==> src/rtl/pobs_pkg.sv <==
// Shared types, constants and helpers for the overlap box selector.
`timescale 1ns / 1ps
package pobs_pkg;

  localparam int MAX_BOXES = 32;
  localparam int IDX_W     = $clog2(MAX_BOXES);
  localparam int CNT_W     = IDX_W + 1;
  localparam int RANK_W    = 18;
  localparam int PIX_W     = 13;

  typedef struct packed {
    logic [15:0] h;
    logic [15:0] w;
    logic [15:0] y;
    logic [15:0] x;
  } rect_t;

  typedef struct packed {
    logic             in_load;
    logic [IDX_W-1:0] idx;
    logic             use_cur;
    logic             key_latch;
    logic             ahead_step;
    logic             order_wr;
    logic             cur_latch;
    logic             cur_rect_latch;
    logic             clash_step;
    logic             keep_commit;
    logic             out_load;
    logic             out_take;
    logic             clear;
  } cmd_t;

  typedef struct packed {
    logic [IDX_W-1:0] n_m1;
    logic             kept_here;
    logic             out_last;
  } sts_t;

  function automatic logic [PIX_W-1:0] round_px(input logic [15:0] v);
    logic [16:0] s;
    s = {1'b0, v} + 17'd8;
    return s[16:4];
  endfunction

endpackage

==> src/rtl/pobs_dp.sv <==
// Datapath: box stores, ranking compare, overlap test and result register.
`timescale 1ns / 1ps
module pobs_dp import pobs_pkg::*; (
  input  logic             clk,
  input  logic             rst,
  input  cmd_t             cmd,
  output sts_t             sts,
  input  logic [1:0]       box_kind,
  input  logic [15:0]      box_score,
  input  logic [15:0]      box_x,
  input  logic [15:0]      box_y,
  input  logic [15:0]      box_w,
  input  logic [15:0]      box_h,
  output logic [4:0]       sel_index,
  output logic [PIX_W-1:0] kept_x,
  output logic [PIX_W-1:0] kept_y,
  output logic [PIX_W-1:0] kept_w,
  output logic [PIX_W-1:0] kept_h,
  output logic             overflowed,
  output logic             kept_last
);

  rect_t             rect_mem [MAX_BOXES];
  logic [RANK_W-1:0] rank_mem [MAX_BOXES];
  logic [IDX_W-1:0]  order_mem [MAX_BOXES];
  rect_t             rect_rd;
  logic [RANK_W-1:0] rank_rd;
  logic [IDX_W-1:0]  order_rd;

  logic [CNT_W-1:0]     box_count;
  logic                 overflow_flag;
  logic [MAX_BOXES-1:0] kept_flags;
  logic [CNT_W-1:0]     kept_cnt;
  logic [CNT_W-1:0]     done_cnt;
  logic [RANK_W-1:0]    key;
  logic [IDX_W-1:0]     key_idx;
  logic [IDX_W-1:0]     ahead;
  logic [IDX_W-1:0]     cur;
  rect_t                cur_rect;
  logic [31:0]          cur_area;
  logic                 clash;

  logic [IDX_W-1:0] rd_addr;
  logic             has_room;
  logic [CNT_W-1:0] count_m1;
  logic [CNT_W-1:0] done_inc;
  logic             ranks_ahead;
  logic [16:0]      cxr, cyr, jxr, jyr;
  logic [15:0]      mx, my;
  logic [16:0]      nxr, nyr;
  logic [31:0]      area_j;
  logic             meet, cur_holds, j_holds, hit;
  logic [PIX_W-1:0] rw, rh;

  assign rd_addr  = cmd.use_cur ? cur : cmd.idx;
  assign has_room = box_count < CNT_W'(MAX_BOXES);
  assign count_m1 = box_count - CNT_W'(1);
  assign done_inc = done_cnt + CNT_W'(1);

  assign sts.n_m1      = count_m1[IDX_W-1:0];
  assign sts.kept_here = kept_flags[cmd.idx];
  assign sts.out_last  = kept_last;

  assign ranks_ahead = (rank_rd > key) || ((rank_rd == key) && (cmd.idx < key_idx));

  always_comb begin
    cxr    = {1'b0, cur_rect.x} + {1'b0, cur_rect.w};
    cyr    = {1'b0, cur_rect.y} + {1'b0, cur_rect.h};
    jxr    = {1'b0, rect_rd.x} + {1'b0, rect_rd.w};
    jyr    = {1'b0, rect_rd.y} + {1'b0, rect_rd.h};
    mx     = (cur_rect.x > rect_rd.x) ? cur_rect.x : rect_rd.x;
    my     = (cur_rect.y > rect_rd.y) ? cur_rect.y : rect_rd.y;
    nxr    = (cxr < jxr) ? cxr : jxr;
    nyr    = (cyr < jyr) ? cyr : jyr;
    area_j = {16'd0, rect_rd.w} * {16'd0, rect_rd.h};
    meet   = ({1'b0, mx} < nxr) && ({1'b0, my} < nyr);
    cur_holds = (cur_area > area_j) && (cur_rect.x <= rect_rd.x) &&
                (cur_rect.y <= rect_rd.y) && (cxr >= jxr) && (cyr >= jyr);
    j_holds   = (area_j > cur_area) && (rect_rd.x <= cur_rect.x) &&
                (rect_rd.y <= cur_rect.y) && (jxr >= cxr) && (jyr >= cyr);
    hit = kept_flags[cmd.idx] && meet && !cur_holds && !j_holds;
    rw  = round_px(rect_rd.w);
    rh  = round_px(rect_rd.h);
  end

  always_ff @(posedge clk) begin
    if (cmd.in_load && has_room) begin
      rect_mem[box_count[IDX_W-1:0]] <= {box_h, box_w, box_y, box_x};
      rank_mem[box_count[IDX_W-1:0]] <= {2'd3 - box_kind, box_score};
    end
    if (cmd.order_wr) begin
      order_mem[ahead] <= cmd.idx;
    end
    rect_rd  <= rect_mem[rd_addr];
    rank_rd  <= rank_mem[cmd.idx];
    order_rd <= order_mem[cmd.idx];
  end

  always_ff @(posedge clk) begin
    if (cmd.key_latch) begin
      key     <= rank_rd;
      key_idx <= cmd.idx;
      ahead   <= '0;
    end else if (cmd.ahead_step && ranks_ahead) begin
      ahead <= ahead + IDX_W'(1);
    end
    if (cmd.cur_latch) begin
      cur <= order_rd;
    end
    if (cmd.cur_rect_latch) begin
      cur_rect <= rect_rd;
      cur_area <= {16'd0, rect_rd.w} * {16'd0, rect_rd.h};
      clash    <= 1'b0;
    end else if (cmd.clash_step && hit) begin
      clash <= 1'b1;
    end
    if (cmd.out_load) begin
      sel_index  <= 5'(cmd.idx);
      kept_x     <= round_px(rect_rd.x);
      kept_y     <= round_px(rect_rd.y);
      kept_w     <= (rw == '0) ? PIX_W'(1) : rw;
      kept_h     <= (rh == '0) ? PIX_W'(1) : rh;
      overflowed <= overflow_flag;
      kept_last  <= (done_inc == kept_cnt);
    end
  end

  always_ff @(posedge clk) begin
    if (rst || cmd.clear) begin
      box_count     <= '0;
      overflow_flag <= 1'b0;
      kept_flags    <= '0;
      kept_cnt      <= '0;
      done_cnt      <= '0;
    end else begin
      if (cmd.in_load) begin
        if (has_room) box_count <= box_count + CNT_W'(1);
        else overflow_flag <= 1'b1;
      end
      if (cmd.keep_commit && !clash) begin
        kept_flags[cur] <= 1'b1;
        kept_cnt        <= kept_cnt + CNT_W'(1);
      end
      if (cmd.out_take) done_cnt <= done_inc;
    end
  end

  a_count_cap: assert property (@(posedge clk) disable iff (rst)
    box_count <= CNT_W'(MAX_BOXES))
    else $error("box count beyond capacity");
  a_kept_le_count: assert property (@(posedge clk) disable iff (rst)
    kept_cnt <= box_count)
    else $error("more kept boxes than stored");
  a_emit_kept: assert property (@(posedge clk) disable iff (rst)
    cmd.out_load |-> kept_flags[cmd.idx])
    else $error("emitting a box that was not kept");

endmodule

==> src/rtl/pobs_ctrl.sv <==
// Controller: sequences loading, ranking, suppression and result beats.
`timescale 1ns / 1ps
module pobs_ctrl import pobs_pkg::*; (
  input  logic clk,
  input  logic rst,
  input  logic in_valid,
  output logic in_ready,
  input  logic box_last,
  output logic out_valid,
  input  logic out_ready,
  input  sts_t sts,
  output cmd_t cmd
);

  typedef enum logic [3:0] {
    S_LOAD, S_RK_I, S_RK_IL, S_RK_J, S_RK_JC, S_RK_W,
    S_SEL_C, S_SEL_CL, S_SEL_CR, S_SEL_CRL, S_SEL_J, S_SEL_JC, S_SEL_K,
    S_OUT_SCAN, S_OUT_LOAD, S_OUT_WAIT
  } state_t;

  state_t           state;
  logic [IDX_W-1:0] i, j, pos, k;

  assign in_ready  = (state == S_LOAD);
  assign out_valid = (state == S_OUT_WAIT);

  always_comb begin
    cmd = '0;
    case (state)
      S_LOAD:     cmd.in_load = in_valid;
      S_RK_I:     cmd.idx = i;
      S_RK_IL:    begin cmd.idx = i; cmd.key_latch = 1'b1; end
      S_RK_J:     cmd.idx = j;
      S_RK_JC:    begin cmd.idx = j; cmd.ahead_step = 1'b1; end
      S_RK_W:     begin cmd.idx = i; cmd.order_wr = 1'b1; end
      S_SEL_C:    cmd.idx = pos;
      S_SEL_CL:   cmd.cur_latch = 1'b1;
      S_SEL_CR:   cmd.use_cur = 1'b1;
      S_SEL_CRL:  cmd.cur_rect_latch = 1'b1;
      S_SEL_J:    cmd.idx = j;
      S_SEL_JC:   begin cmd.idx = j; cmd.clash_step = 1'b1; end
      S_SEL_K:    cmd.keep_commit = 1'b1;
      S_OUT_SCAN: cmd.idx = k;
      S_OUT_LOAD: begin cmd.idx = k; cmd.out_load = 1'b1; end
      S_OUT_WAIT: begin
        cmd.idx      = k;
        cmd.out_take = out_ready;
        cmd.clear    = out_ready && sts.out_last;
      end
      default:    cmd = '0;
    endcase
  end

  always_ff @(posedge clk) begin
    if (rst) begin
      state <= S_LOAD;
      i     <= '0;
      j     <= '0;
      pos   <= '0;
      k     <= '0;
    end else begin
      case (state)
        S_LOAD: if (in_valid && box_last) begin
          i     <= '0;
          state <= S_RK_I;
        end
        S_RK_I:  state <= S_RK_IL;
        S_RK_IL: begin
          j     <= '0;
          state <= S_RK_J;
        end
        S_RK_J:  state <= S_RK_JC;
        S_RK_JC: begin
          if (j == sts.n_m1) state <= S_RK_W;
          else begin
            j     <= j + IDX_W'(1);
            state <= S_RK_J;
          end
        end
        S_RK_W: begin
          if (i == sts.n_m1) begin
            pos   <= '0;
            state <= S_SEL_C;
          end else begin
            i     <= i + IDX_W'(1);
            state <= S_RK_I;
          end
        end
        S_SEL_C:   state <= S_SEL_CL;
        S_SEL_CL:  state <= S_SEL_CR;
        S_SEL_CR:  state <= S_SEL_CRL;
        S_SEL_CRL: begin
          j     <= '0;
          state <= S_SEL_J;
        end
        S_SEL_J:  state <= S_SEL_JC;
        S_SEL_JC: begin
          if (j == sts.n_m1) state <= S_SEL_K;
          else begin
            j     <= j + IDX_W'(1);
            state <= S_SEL_J;
          end
        end
        S_SEL_K: begin
          if (pos == sts.n_m1) begin
            k     <= '0;
            state <= S_OUT_SCAN;
          end else begin
            pos   <= pos + IDX_W'(1);
            state <= S_SEL_C;
          end
        end
        S_OUT_SCAN: begin
          if (sts.kept_here) state <= S_OUT_LOAD;
          else k <= k + IDX_W'(1);
        end
        S_OUT_LOAD: state <= S_OUT_WAIT;
        S_OUT_WAIT: if (out_ready) begin
          if (sts.out_last) state <= S_LOAD;
          else begin
            k     <= k + IDX_W'(1);
            state <= S_OUT_SCAN;
          end
        end
        default: state <= S_LOAD;
      endcase
    end
  end

endmodule

==> src/rtl/priority_overlap_box_selector_unit.sv <==
// Top level of the priority overlap box selector.
//
// Input channel (in_valid/in_ready): one box per beat, kind, score and
// Q12.4 rectangle. Boxes load at one beat per cycle into the box store;
// beyond MAX_BOXES they are dropped and the set is flagged as overflowed.
// A beat with box_last set closes the set and starts selection; in_ready
// stays low until the final result beat has been taken.
// Ranking walks every pair of stored boxes through one store read port,
// one pair at a time. The suppression pass walks every stored box against
// each candidate the same way, testing only those already kept. Result
// beats then follow in arrival order, one per kept box.
// Output channel (out_valid/out_ready): the result register holds its
// beat while out_ready is low; nothing advances until it is taken.
// kept_last marks the final beat of a set, after which the block is empty.
// Reset (rst, synchronous) empties the store and returns to loading.
`timescale 1ns / 1ps
module priority_overlap_box_selector_unit import pobs_pkg::*; (
  input  logic             clk,
  input  logic             rst,
  input  logic             in_valid,
  output logic             in_ready,
  input  logic [1:0]       box_kind,
  input  logic [15:0]      box_score,
  input  logic [15:0]      box_x,
  input  logic [15:0]      box_y,
  input  logic [15:0]      box_w,
  input  logic [15:0]      box_h,
  input  logic             box_last,
  output logic             out_valid,
  input  logic             out_ready,
  output logic [4:0]       sel_index,
  output logic [PIX_W-1:0] kept_x,
  output logic [PIX_W-1:0] kept_y,
  output logic [PIX_W-1:0] kept_w,
  output logic [PIX_W-1:0] kept_h,
  output logic             overflowed,
  output logic             kept_last
);

  cmd_t cmd;
  sts_t sts;

  pobs_ctrl u_ctrl (
    .clk       (clk),
    .rst       (rst),
    .in_valid  (in_valid),
    .in_ready  (in_ready),
    .box_last  (box_last),
    .out_valid (out_valid),
    .out_ready (out_ready),
    .sts       (sts),
    .cmd       (cmd)
  );

  pobs_dp u_dp (
    .clk        (clk),
    .rst        (rst),
    .cmd        (cmd),
    .sts        (sts),
    .box_kind   (box_kind),
    .box_score  (box_score),
    .box_x      (box_x),
    .box_y      (box_y),
    .box_w      (box_w),
    .box_h      (box_h),
    .sel_index  (sel_index),
    .kept_x     (kept_x),
    .kept_y     (kept_y),
    .kept_w     (kept_w),
    .kept_h     (kept_h),
    .overflowed (overflowed),
    .kept_last  (kept_last)
  );

endmodule

==> config.mk <==
export PLATFORM = sky130hd
export DESIGN_NAME = priority_overlap_box_selector_unit
export DESIGN_NICKNAME = d
export VERILOG_FILES = /design/src/rtl/pobs_pkg.sv /design/src/rtl/pobs_dp.sv /design/src/rtl/pobs_ctrl.sv /design/src/rtl/priority_overlap_box_selector_unit.sv
export SDC_FILE = /design/constraint.sdc
export NUM_CORES = 2
export LEC_CHECK = 0
export BUFFER_PORTS_ARGS = -buffer_cell sky130_fd_sc_hd__buf_2
export CAP_MARGIN = 20
export CORE_MARGIN = 3
export CORE_UTILIZATION = 41
export DETAILED_ROUTE_END_ITERATION = 8
export GPL_TIMING_DRIVEN = 0
export PLACE_DENSITY = 0.69
export REMOVE_ABC_BUFFERS = 1
export SLEW_MARGIN = 40
export SYNTH_ARGS = -nofsm -noshare
export SYNTH_HDL_FRONTEND = slang
export SYNTH_SLANG_ARGS = --single-unit
==> constraint.sdc <==
create_clock -name clk -period 8.2 [get_ports clk]
set_clock_uncertainty 0.05 [all_clocks]
set_input_delay 1.23 -clock clk [delete_from_list [all_inputs] [get_ports clk]]
set_output_delay 1.23 -clock clk [all_outputs]
set_load 0.02 [all_outputs]
# Yosys cells after proc, flatten, opt, wreduce, memory -nomap -nowiden

Memories as Yosys holds them, arrays and structs flattened. A register that Yosys moved wholly into a read port is not among the register bits.
Index checks and enable logic that the tools add are counted.

Register bits after elaboration: 264
Memories: 3
Output and inout bits: 61
Input bits: 87
Bits in writable memories: 2,784

Reduce and logical (&&, ||, !) cells: 44
Order comparisons: 22
Eq/ne operators: 30
Bitwise logic cells: 2
Muxes and demuxes: 47
Multipliers: 1
Add/subtract/negate cells: 18

Memories:

| memory         | words | bits a word | read ports | clocked after Yosys merged registers in | write ports | line          | RTL |
|---|---|---|---|---|---|---|---|
| u_dp.rect_mem  | 32    | 64          | 1          | 1                                       | 1           | pobs_dp.sv:23 | `rect_t rect_mem [MAX_BOXES];` |
| u_dp.rank_mem  | 32    | 18          | 1          | 1                                       | 1           | pobs_dp.sv:24 | `logic [RANK_W-1:0] rank_mem [MAX_BOXES];` |
| u_dp.order_mem | 32    | 5           | 1          | 1                                       | 1           | pobs_dp.sv:25 | `logic [IDX_W-1:0] order_mem [MAX_BOXES];` |

Operators by type and width:

| operator                                                         | number |
|---|---|
| 16-bit by 16-bit adder with 17-bit output                        | 4 |
| 16-bit by 4-bit adder with 17-bit output (second input constant) | 4 |
| 17-bit greater-or-equal comparator                               | 4 |
| 32-bit greater-than comparator                                   | 2 |
| 16-bit less-or-equal comparator                                  | 4 |
| 4-bit case mux with 16 select lines                              | 1 |
| 5-bit two-way mux                                                | 10 |
| 16-bit by 17-bit < comparator with 1-bit output                  | 2 |
| 17-bit < comparator                                              | 2 |
| 17-bit two-way mux                                               | 2 |
| 4-bit equality test (second input constant)                      | 8 |
| 16-bit greater-than comparator                                   | 2 |
| 16-bit by 16-bit multiplier with 32-bit output                   | 1 |
| 16-bit two-way mux                                               | 2 |
| 32-bit OR                                                        | 1 |
| 5-bit case mux with 2 select lines                               | 3 |
| 13-bit logical NOT                                               | 2 |
| 5-bit by 1-bit adder with 5-bit output (second input constant)   | 5 |
| 1-bit logical AND                                                | 20 |
| 4-bit two-way mux                                                | 5 |
| 5-bit case mux with 4 select lines                               | 1 |
| 6-bit by 1-bit adder with 6-bit output (second input constant)   | 3 |
| 18-bit equality test                                             | 1 |
| 18-bit greater-than comparator                                   | 1 |
| 31 further kinds                                                 | 74 |

# Logic depth before layout (Yosys ltp)

Depth in word-level cells: 10
Depth in mapped cells: 34
Mapped depth without buffers: 32

# Cells and area by module

A second synthesis with hierarchy kept.

Cell total of the unflattened synthesis: 7,725
Area, all modules: 134,530.3 µm²

Modules (own cells, without submodules):

| module    | area each (µm²) | cells each | sequential area each (µm²) | instances |
|---|---|---|---|---|
| pobs_dp   | 132,573.4       | 7,491      | 91,978.2                   | 1 |
| pobs_ctrl | 1,956.9         | 234        | 480.5                      | 1 |

# Least setup slack after synthesis

Ideal clock, no wire load.

Kind: register to register
From: register u_ctrl.state[0]
To: register u_dp.clash
Buffers on the path: 2
Setup time: 0.131 ns
Data arrival time: 8.117 ns
Path slack: -0.098 ns
Required time: 8.019 ns
Cell stages (with the launch flop): 7
Cell sequence: dfxtp_1 clkbuf_1 clkbuf_1 nand2_1 nor3_1 nand2b_1 o41ai_1

Word-level cells in the longest chain between the ends: 9
Elaborated cells on any way between the ends: 24
Those cells by class: eq/ne (12); mux (5); reduce/logical (7)

Ends and longest elaborated chain:

| item                                                                         | line            | RTL |
|---|---|---|
| start, declared                                                              | pobs_ctrl.sv:21 | `state_t state;` |
| start signal, assigned                                                       | pobs_ctrl.sv:56 | `state <= S_LOAD;` |
| start signal, assigned                                                       | pobs_ctrl.sv:65 | `state <= S_RK_I;` |
| start signal, assigned                                                       | pobs_ctrl.sv:67 | `S_RK_I: state <= S_RK_IL;` |
| 4-bit by 2-bit equality test with 1-bit output, or another cell as far along | pobs_ctrl.sv:29 | `case (state)` |
| 4-bit OR reduction (no line) or 3-bit OR reduction (tied branches)           | n/a             |  |
| 5-bit case mux with 4 select lines                                           | pobs_ctrl.sv:29 |  |
| 1-bit binary-select mux with 5-bit select                                    | pobs_dp.sv:81   | `hit = kept_flags[cmd.idx] && meet && !cur_holds && !j_holds;` |
| 1-bit two-way mux (not written as such)                                      | pobs_dp.sv:81   |  |
| 1-bit logical AND (3 in a row)                                               | pobs_dp.sv:81   |  |
| 1-bit logical AND                                                            | pobs_dp.sv:114  | `end else if (cmd.clash_step && hit) begin` |
| end signal, assigned                                                         | pobs_dp.sv:113  | `clash <= 1'b0;` |
| end signal, assigned                                                         | pobs_dp.sv:115  | `clash <= 1'b1;` |
| end, declared                                                                | pobs_dp.sv:41   | `logic clash;` |

Several ways; a longest one is shown, not always the timed one. The select of a mux whose other input is x is not followed.
A chain may end at the register's enable or synchronous reset.

# Worst setup path in the final report

From: register, netlist name u_dp.rect_rd[38]
To: register u_dp.clash

Word-level cells in the longest chain between the ends: 10
Elaborated cells on any way between the ends: 24
Those cells by class: add/sub (1); mul (1); order compare (6); mux (1); reduce/logical (15)

Ends and longest elaborated chain:

| item                                           | line           | RTL |
|---|---|---|
| 16-bit by 16-bit multiplier with 32-bit output | pobs_dp.sv:75  | `area_j = {16'd0, rect_rd.w} * {16'd0, rect_rd.h};` |
| 32-bit greater-than comparator                 | pobs_dp.sv:77  | `cur_holds = (cur_area > area_j) && (cur_rect.x <= rect_rd.x) &&` |
| 1-bit logical AND (2 in a row)                 | pobs_dp.sv:77  |  |
| 1-bit logical AND (2 in a row)                 | pobs_dp.sv:78  | `(cur_rect.y <= rect_rd.y) && (cxr >= jxr) && (cyr >= jyr);` |
| 1-bit logical NOT                              | pobs_dp.sv:81  |  |
| 1-bit logical AND                              | pobs_dp.sv:81  |  |
| 1-bit logical AND *                            | pobs_dp.sv:81  |  |
| 1-bit logical AND *                            | pobs_dp.sv:114 |  |

Mark *: on every way between the ends. The rest lies on a longest branch, timed or not.

==> run summary <==
The initialized floorplan defines 212 standard-cell rows. Buffers inserted during clock tree synthesis total 307. TritonCTS built the clock tree. The maximum fanout encountered on the critical timing path is 7.

The run gives 5 as the deepest level of the CTS H-tree. The worst setup path endpoint is u_dp.clash. Achievable clock frequency: 122 MHz.

For the number of hold violations in the final report, the log shows 0. The tools report the gate count of the mapped netlist as 10588. Entering global routing, the biggest net connects 81 pins.

The register-to-register setup slack is 0.004 ns, and the share of cells above drive strength 1 is 13.3%. The total wirelength of the detailed-routed design came out at 385000 microns. The estimated wirelength of the detail-placed design came out at 254000 microns. The tools report the category of the worst setup path capture point as a flip-flop. Counting flops with an async set or reset pin after synthesis yields a share of 0%.

Across all hold checks on the routed design, the worst slack comes to 0.359 ns. The tree built by TritonCTS fans out to 3135 sinks. Setup repair after global routing could not meet its margin everywhere. The first TritonRoute pass finished after 9 iterations.

Once layout is complete, the utilization of the core stands at 49.1%. The slowest cell on the critical path was sky130_fd_sc_hd__fa_2. By instance count, the cell type seen most on the critical path is sky130_fd_sc_hd__fa_1. The required time of the critical path was 8.91 ns; the largest incremental delay on the critical path was 0.56 ns. In the finished design, the share of the clock period the worst path needs comes to 99.9%. The worst-case clock buffer depth was 4.

The type of the most critical hold path is reg2reg. The filler cells instantiated in the layout total 27480. The starting density of the core is 41.3%, and the horizontal die dimension is 587 microns. In this run, synthesis inferred 2967 flip-flops with an integrated enable. Post-route minimum period: 8.20 ns. The synthesized area was 138000 sq um; the data arrival time at the worst-slack endpoint was 8.90 ns. The run gives 0 ns as the final setup TNS.

The clock-pin slew reported for the worst setup and hold paths after clock tree synthesis was 0.06 ns; the number of cells traversed by the worst register-to-register path was 31. The via density per instance was 5.73; the number of global-route vias before repair was 87333. The startpoint type of the worst setup path is a flip-flop.

The average cell area after synthesis is 13.1 sq um. Headroom to the max-slew limit came out at 40.1%. For this run, the total global-route usage over all layers was measured as 21.6%.

The logs give 90505 for the count of vias placed by the detailed router and 335000 sq um for the area of the placeable core. The first global-routing pass estimated 565000 microns of wire. For the pin with the worst max-slew slack, the measured transition is 0.899 ns.

The number of antenna violations at the first check in global routing was 65; the layout-stage area growth over the synthesis result was 18.7%. In the synthesized netlist the dominant register cell turns out to be sky130_fd_sc_hd__edfxtp_1. The run finished with clean final reports. The tree is rooted in a sky130_fd_sc_hd__clkbuf_16.

Area of the die: 344000 sq um. The average routed wire per standard cell was 24.4 microns; the max-cap violation count was 0. The insertion delay of the later-clocked pin in the worst-skew pair is 0.86 ns, and the die height is 587 microns.

For the max-slew violation count, the log shows 0. The logs give 87 for the count of distinct cell types in the synthesized netlist and 0 for the detailed-route DRC error count. For this block, the initial DRC count from the detailed router was 11180. Sequential cells were found to cover 66.8% of the synthesized design area. The worst setup path is of the reg2reg kind.

Count of pins on the block boundary: 148. The count of buffers added on input and output ports is 147. Summed over all layers, the global routing overflow is 0. Tracing the worst setup path back leads to its startpoint at u_dp.rect_rd[38]. The final estimated routing congestion in global placement is 0.842, and the total setup violations reported at the end of the flow is 0. The tools report the Yosys warning count as 0. The startpoint identified for the worst register-to-register timing path is u_dp.rect_rd[38]. The count of nets left with antenna violations once routing finished came out at 0.

The layout net count came out at 11639. The synthesized flop and latch total is 3135. The endpoint identified for the worst register-to-register timing path is u_dp.clash.
-- worst min path at each step --
stage / cells after the start / slack, ns / startpoint / endpoint
after global routing: 0 / 0.36 / u_dp.order_rd[2] / u_dp.cur[2]
after global placement: 0 / 0.34 / u_dp.order_rd[0] / u_dp.cur[0]
after CTS: 0 / 0.36 / u_dp.order_rd[2] / u_dp.cur[2]
final: 0 / 0.36 / u_dp.order_rd[2] / u_dp.cur[2]
after detailed placement: 0 / 0.34 / u_dp.order_rd[1] / u_dp.cur[1]
after floorplan: 0 / 0.34 / u_dp.order_rd[0] / u_dp.cur[0]
-- per-stage QoR --
| step | setup WS (ns) | std cells | cell area, sq um |
|---|---|---|---|
| after floorplan | -13.43 | 9959 | 136000 |
| after global placement | -47.10 | 14600 | 142000 |
| after detailed placement | -1.66 | 15135 | 153000 |
| after CTS | -0.256 | 15734 | 164000 |
| after global routing | -0.274 | 15772 | 164000 |
| final | 0.00434 | 15782 | 164000 |
-- cells by family (layout without fill, tap and decap cells) --
logic type                 Yosys count  after routing  share of synthesized area [%]
and+or+nand+nor                   3910           3910                           12.5
DFF                               3135           3135                           66.8
AOI/OAI and AO/OA                 1413           1413                           7.39
buffers and inverters             1015           1693                           2.91
adders and majority gates          535            535                           5.91
muxes                              401            401                           3.34
xor gates and xnor gates           179            179                           1.15
other                                0             22                              0
-- cell usage in the layout (no fill, tap or decap), drive strengths merged, types with 123 or more instances in the layout --
master	instances
a211oi	167
a21o	145
a21oi	309
a311oi	227
a31oi	147
and2	255
buf	748
clkbuf	398
dfxtp	168
edfxtp	2967
fa	198
ha	337
inv	395
mux2i	342
nand2	2199
nand3	920
nor2	239
o21ai	168
xnor2	123
-- cell usage after synthesis (all sizes together) (11+ instances only) --
cell type,n,area share (%)
or3,17,0.077
mux2i,342,2.5
a31oi,147,0.66
inv,386,1.0
nand3b,15,0.081
buf,200,0.70
edfxtp,2967,64
fa,198,2.9
xnor2,123,0.78
nor3,58,0.21
nor2b,14,0.063
a21oi,309,1.1
nor2,239,0.65
a211oi,167,0.91
o21a,21,0.11
and2,255,1.2
nor4,18,0.081
o211ai,14,0.076
nand4,43,0.19
dfxtp,168,2.4
nand3,920,3.3
nor3b,12,0.065
ha,337,3.0
clkbuf,429,1.2
a2111oi,68,0.47
mux2,11,0.090
nand2,2199,6.0
xor2,54,0.34
a311oi,227,1.4
o21bai,16,0.087
and3,72,0.33
a21o,145,0.79
nand2b,14,0.063
mux4,48,0.78
o221ai,66,0.68
o21ai,168,0.61
-- state kept, by name (all words and copies together), names as in the netlist, 13 cells and up --
| name | cells |
|---|---|
| u_dp.kept_w | 13 |
| u_dp.rank_mem | 576 |
| u_dp.kept_flags | 32 |
| u_dp.rect_mem | 2048 |
| u_dp.order_mem | 160 |
| u_dp.rank_rd | 18 |
| u_dp.cur_rect | 64 |
| u_dp.kept_x | 13 |
| u_dp.cur_area | 32 |
| u_dp.key | 18 |
| u_dp.kept_y | 13 |
| u_dp.kept_h | 13 |
| u_dp.rect_rd | 64 |
-- critical path, delay by kind of cell, from the launching register on --
kind	cells	cell delay (ns)
AO/OA/AOI/OAI	10	2.22
multiplexers	1	0.42
AND/OR/NAND/NOR	5	1.08
flip-flops	1	0.46
buffers and inverters	6	0.56
XOR/XNOR	1	0.06
adder cells (fa/ha/maj)	8	3.25
-- routing by layer --
metal | global-route usage, % | vias to the layer above | wire [microns]
met4 | 8.99 | 32 | 17100
met2 | 34.1 | 5008 | 177000
met3 | 4.28 | 964 | 39300
li1 | - | 39828 | -
met5 | 0 | - | 185
met1 | 29.1 | 44673 | 151000
-- final cells by class --
class	count	area, sq um	area share [%]
Antenna cell	22	55.1	0.0335
Sequential cell	3135	92600	56.4
Timing Repair Buffer	749	11500	7.01
Inverter	386	1470	0.896
Clock buffer	397	8490	5.17
Tap cell	4494	5620	3.42
Clock inverter	161	1800	1.10
Multi-Input combinational cell	6438	42700	26.0
-- what timing repair did --
item,4_1_cts,5_1_grt
hold buffers,0,0
cloned,0,1
gates resized for setup,59,44
endpoints found under the setup margin,1,1
pin swaps,9,35
setup buffers,41,25
Power is not shown: default switching activity piles up to over one toggle a cycle in this logic, so the estimate is an artifact.
